[config.mk]
export PLATFORM = sky130hd
export DESIGN_NAME = dyck_height_bit_flip_maps_top
export DESIGN_NICKNAME = d
export VERILOG_FILES = /design/src/rtl/dhbf_pkg.sv /design/src/rtl/dhbf_map.sv /design/src/rtl/dyck_height_bit_flip_maps_top.sv
export VERILOG_INCLUDE_DIRS = /design/src /design/src/rtl
export SDC_FILE = /design/constraint.sdc
export NUM_CORES = 2
export LEC_CHECK = 0
export BUFFER_PORTS_ARGS = -buffer_cell sky130_fd_sc_hd__buf_2
export CAP_MARGIN = 20
export CORE_UTILIZATION = 45
export CTS_CLUSTER_DIAMETER = 80
export DETAILED_ROUTE_END_ITERATION = 8
export GPL_TIMING_DRIVEN = 0
export SYNTH_ARGS = -nofsm -noshare
export SYNTH_HDL_FRONTEND = slang
export SYNTH_SLANG_ARGS = --single-unit
[constraint.sdc]
create_clock -name clk -period 13.3 [get_ports clk]
set_input_delay 2.66 -clock clk [delete_from_list [all_inputs] [get_ports clk]]
set_output_delay 2.66 -clock clk [all_outputs]
set_load 0.02 [all_outputs]
[src/rtl/dyck_height_bit_flip_maps_top_assert.svh]
// ----------------------------------------------------------------------------
// Dyck height bit flip maps: assertion macros
// Concurrent assertion wrappers clocked on clk; DHBF_ASSERT is quiet while arst_n is low.
// ----------------------------------------------------------------------------
`ifndef DYCK_HEIGHT_BIT_FLIP_MAPS_TOP_ASSERT_SVH
`define DYCK_HEIGHT_BIT_FLIP_MAPS_TOP_ASSERT_SVH

// check a property on every clock edge outside reset
`define DHBF_ASSERT(lbl, prop, msg) \
	lbl: assert property (@(posedge clk) disable iff (!arst_n) prop) else $error(msg);

// check a property on every clock edge, reset included
`define DHBF_ASSERT_ALWAYS(lbl, prop, msg) \
	lbl: assert property (@(posedge clk) prop) else $error(msg);

`endif

[src/rtl/dhbf_pkg.sv]
`timescale 1ns / 1ps
// ----------------------------------------------------------------------------
// dhbf_pkg
// Shared widths, mode codes, item record and mask helper for the bit flip maps.
// ----------------------------------------------------------------------------
package dhbf_pkg;

	localparam int WORD_W            = 64;
	localparam int LEN_W             = 7;
	localparam int MAX_WORD_BITS_DEF = 64;

	typedef enum logic [1:0] {
		MODE_G    = 2'd0,
		MODE_H    = 2'd1,
		MODE_GH   = 2'd2,
		MODE_NONE = 2'd3
	} mode_t;

	typedef struct packed {
		logic [1:0]        mode;
		logic              ok;
		logic [WORD_W-1:0] orig;
		logic [WORD_W-1:0] word;
	} item_t;

	// bits strictly below position pos
	function automatic logic [WORD_W-1:0] low_mask(input int pos);
		low_mask = (WORD_W'(1) << pos) - WORD_W'(1);
	endfunction

endpackage

[src/rtl/dhbf_map.sv]
`timescale 1ns / 1ps
// ----------------------------------------------------------------------------
// dhbf_map
// Three stage flip map: set map (CLEAR = 0) or clear map (CLEAR = 1).
// Stage 1 marks candidates by height, stage 2 counts and ranks them,
// stage 3 picks the target bit and flips it.
// ----------------------------------------------------------------------------
module dhbf_map #(
	parameter bit CLEAR = 1'b0
) (
	input  logic                                clk,
	input  logic                                arst_n,
	input  logic                                in_vld,
	input  dhbf_pkg::item_t                     in_item,
	input  logic [dhbf_pkg::WORD_W-1:0]         len_mask,
	output logic                                out_vld,
	output dhbf_pkg::item_t                     out_item
);

	localparam int W  = dhbf_pkg::WORD_W;
	localparam int LW = dhbf_pkg::LEN_W;

	logic [LW-1:0]   ones_below [W];
	logic [W-1:0]    at_h0;
	logic [W-1:0]    at_h1;
	logic [W-1:0]    flag_c;
	logic [W-1:0]    cand_c;

	logic            vld_s1;
	dhbf_pkg::item_t item_s1;
	logic [W-1:0]    flag_s1;
	logic [W-1:0]    cand_s1;

	logic            vld_s2;
	dhbf_pkg::item_t item_s2;
	logic [W-1:0]    cand_s2;
	logic [LW-1:0]   cnt_s2;
	logic [LW-1:0]   rank_s2 [W];

	logic [W-1:0]    hit_c;
	logic            en_c;
	logic            hit_any_c;
	dhbf_pkg::item_t item_c;

	logic            vld_s3;
	dhbf_pkg::item_t item_s3;

	// mark positions by height
	always_comb begin
		for (int i = 0; i < W; i++) begin
			ones_below[i] = LW'($countones(in_item.word & dhbf_pkg::low_mask(i)));
			at_h0[i] = ({ones_below[i], 1'b0} == (LW+1)'(i));
			at_h1[i] = ({ones_below[i], 1'b0} == (LW+1)'(i + 1));
			if (CLEAR) begin
				flag_c[i] = len_mask[i] & in_item.word[i] & at_h1[i];
				cand_c[i] = len_mask[i] & in_item.word[i] & (at_h0[i] | at_h1[i]);
			end else begin
				flag_c[i] = len_mask[i] & ~in_item.word[i] & at_h0[i];
				cand_c[i] = len_mask[i] & ~in_item.word[i] & (at_h0[i] | at_h1[i]);
			end
		end
	end

	always_ff @(posedge clk or negedge arst_n) begin
		if (!arst_n) begin
			vld_s1 <= 1'b0;
			vld_s2 <= 1'b0;
			vld_s3 <= 1'b0;
		end else begin
			vld_s1 <= in_vld;
			vld_s2 <= vld_s1;
			vld_s3 <= vld_s2;
		end
	end

	always_ff @(posedge clk) begin
		item_s1 <= in_item;
		flag_s1 <= flag_c;
		cand_s1 <= cand_c;
		item_s2 <= item_s1;
		cand_s2 <= cand_s1;
		cnt_s2  <= LW'($countones(flag_s1));
		for (int i = 0; i < W; i++) begin
			rank_s2[i] <= LW'($countones(cand_s1 & dhbf_pkg::low_mask(i)));
		end
		item_s3 <= item_c;
	end

	// pick the target candidate and flip it
	always_comb begin
		if (CLEAR) begin
			en_c = (item_s2.mode == dhbf_pkg::MODE_H) || (item_s2.mode == dhbf_pkg::MODE_GH);
		end else begin
			en_c = (item_s2.mode == dhbf_pkg::MODE_G) || (item_s2.mode == dhbf_pkg::MODE_GH);
		end
		for (int i = 0; i < W; i++) begin
			if (CLEAR) begin
				hit_c[i] = cand_s2[i] && (cnt_s2 != '0) && (rank_s2[i] == cnt_s2 - LW'(1));
			end else begin
				hit_c[i] = cand_s2[i] && (rank_s2[i] == cnt_s2);
			end
		end
		hit_any_c = |hit_c;
		item_c    = item_s2;
		if (en_c) begin
			item_c.ok = item_s2.ok & hit_any_c;
			if (hit_any_c) begin
				item_c.word = CLEAR ? (item_s2.word & ~hit_c) : (item_s2.word | hit_c);
			end
		end
	end

	assign out_vld  = vld_s3;
	assign out_item = item_s3;

endmodule

[src/rtl/dyck_height_bit_flip_maps_top.sv]
`timescale 1ns / 1ps
// ----------------------------------------------------------------------------
// dyck_height_bit_flip_maps_top
// Middle levels Gray code step: set map, clear map or both on one word.
// ----------------------------------------------------------------------------
// channel   direction  handshake             payload
// command   in         start, busy           mode, word_in
// result    out        done (one cycle)      word_out, found
// config    in         cfg_valid, cfg_ready  cfg_data (word_length)
//
// One item per cycle; busy stays low and cfg_ready stays high.
// From start to done an item passes the input register, three stages of
// the set map, three stages of the clear map and the result register.
// Reset clears the pipeline valids and sets word_length to 64.
// The receiver takes done as given; nothing stalls.
// ----------------------------------------------------------------------------
module dyck_height_bit_flip_maps_top #(
	parameter int MAX_WORD_BITS = dhbf_pkg::MAX_WORD_BITS_DEF
) (
	input  logic                          clk,
	input  logic                          arst_n,
	input  logic                          start,
	output logic                          busy,
	input  logic [1:0]                    mode,
	input  logic [dhbf_pkg::WORD_W-1:0]   word_in,
	output logic                          done,
	output logic [dhbf_pkg::WORD_W-1:0]   word_out,
	output logic                          found,
	input  logic                          cfg_valid,
	output logic                          cfg_ready,
	input  logic [dhbf_pkg::LEN_W-1:0]    cfg_data
);

	localparam int W  = dhbf_pkg::WORD_W;
	localparam int LW = dhbf_pkg::LEN_W;

	logic [LW-1:0]   word_length_q;
	logic [LW-1:0]   eff_len;
	logic [W-1:0]    len_mask;

	logic            vld_s0;
	dhbf_pkg::item_t item_s0;
	logic            vld_g;
	dhbf_pkg::item_t item_g;
	logic            vld_h;
	dhbf_pkg::item_t item_h;
	logic            found_c;

	logic            done_q;
	logic            found_q;
	logic [W-1:0]    word_out_q;

	assign busy      = 1'b0;
	assign cfg_ready = 1'b1;

	always_ff @(posedge clk or negedge arst_n) begin
		if (!arst_n) begin
			word_length_q <= LW'(64);
		end else if (cfg_valid && cfg_ready) begin
			word_length_q <= cfg_data;
		end
	end

	// clamp length and expand to a position mask
	always_comb begin
		eff_len = (word_length_q > LW'(MAX_WORD_BITS)) ? LW'(MAX_WORD_BITS) : word_length_q;
		for (int i = 0; i < W; i++) begin
			len_mask[i] = (LW'(i) < eff_len);
		end
	end

	always_ff @(posedge clk or negedge arst_n) begin
		if (!arst_n) begin
			vld_s0 <= 1'b0;
			done_q <= 1'b0;
		end else begin
			vld_s0 <= start && !busy;
			done_q <= vld_h;
		end
	end

	always_ff @(posedge clk) begin
		item_s0.mode <= mode;
		item_s0.ok   <= 1'b1;
		item_s0.orig <= word_in;
		item_s0.word <= word_in;
		found_q      <= found_c;
		word_out_q   <= found_c ? item_h.word : item_h.orig;
	end

	dhbf_map #(
		.CLEAR(1'b0)
	) u_map_g (
		.clk      (clk),
		.arst_n   (arst_n),
		.in_vld   (vld_s0),
		.in_item  (item_s0),
		.len_mask (len_mask),
		.out_vld  (vld_g),
		.out_item (item_g)
	);

	dhbf_map #(
		.CLEAR(1'b1)
	) u_map_h (
		.clk      (clk),
		.arst_n   (arst_n),
		.in_vld   (vld_g),
		.in_item  (item_g),
		.len_mask (len_mask),
		.out_vld  (vld_h),
		.out_item (item_h)
	);

	// drop the unused mode
	assign found_c = item_h.ok && (item_h.mode != dhbf_pkg::MODE_NONE);

	assign done     = done_q;
	assign found    = found_q;
	assign word_out = word_out_q;

`include "dyck_height_bit_flip_maps_top_assert.svh"

	`DHBF_ASSERT(a_latency, start |-> ##8 done, "done missing 8 cycles after start")
	`DHBF_ASSERT(a_miss_passes, done && !found |-> word_out == $past(word_in, 8), "word changed")
	`DHBF_ASSERT(a_none_fails, done && found |-> $past(mode, 8) != dhbf_pkg::MODE_NONE, "bad found")
	`DHBF_ASSERT_ALWAYS(a_reset_quiet, !arst_n |=> !done, "done during reset")

endmodule

==> metrics.md <==
| Metric | Value |
|---|---|
| H-tree Lvls | `4` |
| Hold Path Cell Cnt | `0` |
| Detailed-route wire length | `331 mm` |
| Detailed-route via count | `slightly below 70000` |
| Vias in the first global route | `approximately 71000` |
| Reg clk slew, reported paths | `roughly 0.06 ns` |
| Worst path max stage delay | `roughly 0.84 ns` |
| Post-synth ARST share | `0.821%` |
| Share of post-route cells with drive strength above 1 | `between 8 and 9%` |
| PnR worst setup slack | `between 1.5 and 2 ns` |
| Routing usage on met3 | `under 10%` |
| Hold Crit Class | `flop to flop` |
| Non-Filler Instances | `roughly 13000` |
| Failing checks | `design-rule violations` |
| Placed Cells | `around 13000` |
| Flop-to-flop setup slack | `between 1.5 and 2 ns` |
| Final setup vio count | `0` |
| Setup bufs post-CTS | `0` |
| Layout area overhead | `12.9%` |
| Largest net degree at the start of global routing | `24` |
| FP Rows | `approximately 170` |
| Most Crowded Layer GR | `met2` |
| FF-to-FF Start | `u_map_g.out_item[1]` |
| Commonest non-fill, non-tap cell in the layout | `dfxtp_1` |
| # hold bufs at CTS | `0` |
| Die Wd | `around 480 um` |
| Synth Cell Area | `roughly 100000 um^2` |
| First-pass GRT wire length | `roughly 480 mm` |
| Setup Total Neg Slack | `0 ns` |
| Max-cap viol count | `0` |
| Cell mode on critical path | `ha_1` |
| Worst hold start | `u_map_h.item_s1[119]` |
| GP Congestion | `1.00` |
| Synth cell types | `90` |
| Final Cycle Share | `about 87%` |
| Post-synth EDFFs | `0` |
| Clk_skew | `0.0659 ns` |
| Drt initial violations | `about 5300` |
| Seq cells post-synth | `1828` |
| Starting Density | `between 40% and 50%` |
| Nets | `11900` |
| Die span in y | `approximately 480 um` |
| Register area share after synthesis | `approximately 36%` |
| CP Max Fanout | `11` |
| Die ar. | `229000 um^2` |
| RSZ-0062 raised after global routing | `false` |
| Rel. slew slack | `10.7%` |
| Hold Path End | `u_map_h.item_c[119]` |
| Clk buf depth | `3` |
| Total CTS buffers | `roughly 200` |
| FF-to-FF End | `u_map_h.cand_s1[58]` |
| Outcome | `finished, violations left` |
| Worst slack at placement | `about 1.9 ns` |
| Clk root buf | `clkbuf_16` |
| Global route overflow | `0` |
| Commonest cells after routing, fill and taps aside | `dfxtp_1 (1813), inv_1 (1456), ha_1 (998), fa_1 (864), xnor2_1 (856)` |
| Boundary Pins | `between 100 and 150` |
| Residual DRC | `12` |
| Vias per cell | `5.28` |
| Wire per inst | `between 20 and 30 um` |
| WP data arrival | `roughly 12 ns` |
| Met1 global-route usage | `36.3%` |
| All-Layer GR Usage | `just under 30%` |
| Met2 usage | `47.1%` |
| CTS tree | `done` |
| Skew-Pair Late Insertion Delay | `0.90 ns` |
| Max frequency | `0.0866 GHz` |
| Critical Path Sink Type | `flop` |
| Post-cts resize count | `0` |
| Critical-path top delay cell | `xnor2_1` |
| Crit path launch type | `flop` |
| Worst reg-to-reg path cell count | `29` |
| Core footprint | `roughly 230000 um^2` |
| Min Tclk post-route | `~12 ns` |
| Hold slack | `roughly 0.28 ns` |
| Post-synth top flop | `dfxtp_1` |
| Critical path class | `flop to flop` |
| Antenna viol nets, final | `0` |
| Antenna violations before repair | `19` |
| First-pass iteration count of the detailed router | `9` |
| Max-slew violations | `0` |
| Clock Sinks | `approximately 1800` |
| Syn_nets | `approximately 11000` |
| Post-Syn Area per Cell | `10.7 um^2` |
| Port Buffers | `between 100 and 150` |
| Dpl hpwl | `261 mm` |
| Synthesis Warnings | `0` |
| Worst Path Required | `13.98 ns` |
| Worst-margin pin slew | `around 1.3 ns` |
| Final Hold Fails | `0` |
| Post-Syn Instances | `between 9000 and 10000` |
[per-stage QoR]
stage               utilization [%]  area (um^2)
floorplan                         -       102000
global placement               47.3       107000
detailed placement             47.8       108000
CTS                            51.1       115000
global route                   51.2       115000
finish                         51.2       115000
[area by class of cell]
type	instances	area, um^2
clock inverter	128	1790
inverter	1470	5520
sequential	1828	36700
antenna	16	40.0
clock buffer	248	5560
multi-input combinational	5991	59200
tap	2992	3740
fill	20200	110000
timing repair buffer	234	1710
buffer	251	1060
[kinds of logic (layout without fill, tap and decap cells)]
family          after synthesis  after routing  synth area share, %
mux                          99             99                 1.06
flops                      1828           1828                 35.9
xor+xnor                   1396           1396                 12.2
other cells                   2             18              0.00735
fa+ha+maj                  1879           1879                 29.4
buf+inv                    1721           2331                 6.43
simple gates               1324           1324                 6.96
compound gates             1291           1291                 8.11
[worst max path at each step]
stage	to	slack, ns	cells after the start	start
3_3_place_gp	u_map_g.cand_s1[59]	1.39	30	item_s0[0]
6_report	u_map_h.cand_s1[58]	1.76	29	u_map_g.out_item[1]
5_1_grt	u_map_h.cand_s1[58]	1.34	29	u_map_g.out_item[1]
3_5_place_dp	u_map_h.cand_s1[58]	1.86	29	u_map_g.out_item[1]
4_1_cts	u_map_h.cand_s1[58]	1.80	29	u_map_g.out_item[1]
2_1_floorplan	u_map_h.rank_s2[1][111]	3.97	28	u_map_h.cand_s1[1]
[registers in the layout, summed over array words and instances, names as in the netlist, 2 cells and up]
name              flops
item_s0              66
u_map_g.item_s1      66
u_map_h.item_c       66
u_map_g.item_s2      64
u_map_h.item_s1     131
u_map_h.rank_s2     379
u_map_h.cand_s1      63
u_map_g.out_item    131
u_map_g.rank_s2     379
u_map_g.cnt_s2        6
u_map_h.out_item    131
u_map_g.cand_s1      64
u_map_h.cand_s2      64
u_map_h.cnt_s2        6
u_map_g.cand_s2      64
u_map_g.item_c        2
word_out             64
u_map_h.item_s2      65
word_length_q         7
[critical path: cells and delay by family (launching register included)]
kind,cells,cell delay [ns]
buf+inv,7,2.10
xor+xnor,5,2.46
flops,1,0.49
simple gates,3,1.53
fa+ha+maj,10,3.93
compound gates,4,0.77
[cell usage after synthesis, types with 14 or more instances]
| master | count | area [um^2] |
|---|---|---|
| mux2i_1 | 24 | 240 |
| nor2_1 | 261 | 980 |
| or4_1 | 35 | 263 |
| a2111oi_0 | 28 | 245 |
| xor2_1 | 523 | 4580 |
| dfxtp_1 | 1813 | 36300 |
| a21o_1 | 311 | 2330 |
| a31oi_1 | 72 | 450 |
| nor4_1 | 150 | 938 |
| and3_1 | 38 | 238 |
| nand4_1 | 96 | 601 |
| mux2_2 | 75 | 845 |
| dfrtp_1 | 14 | 350 |
| nor3b_1 | 14 | 105 |
| o21bai_1 | 49 | 368 |
| nand3_1 | 154 | 771 |
| fa_1 | 865 | 17300 |
| clkbuf_1 | 157 | 589 |
| o21a_1 | 41 | 308 |
| nand4b_1 | 20 | 175 |
| xnor2_1 | 859 | 7520 |
| a21oi_1 | 409 | 2050 |
| or3_1 | 17 | 106 |
| nor2b_1 | 66 | 413 |
| buf_1 | 23 | 86.3 |
| buf_2 | 65 | 325 |
| inv_1 | 1457 | 5470 |
| o31ai_1 | 14 | 105 |
| o21ai_0 | 190 | 951 |
| nor4b_1 | 24 | 210 |
| ha_1 | 1006 | 12600 |
| a21boi_0 | 32 | 240 |
| nand2b_1 | 36 | 225 |
| nand2_1 | 211 | 792 |
| nor3_1 | 117 | 586 |
| a211oi_1 | 16 | 120 |
| o2111ai_1 | 35 | 307 |
| nand3b_1 | 39 | 293 |
[layer usage]
layer	routed length [um]	up-vias	part of all wire (%)
met2	154000	2431	46
met1	136000	34400	41
met3	21700	748	6.6
met5	34	-	0.010
met4	19800	6	6.0
li1	-	32000	-
Power is left out: the tool's default activity adds up to more than one toggle a clock period on the data nets, which glitch-free logic cannot reach.
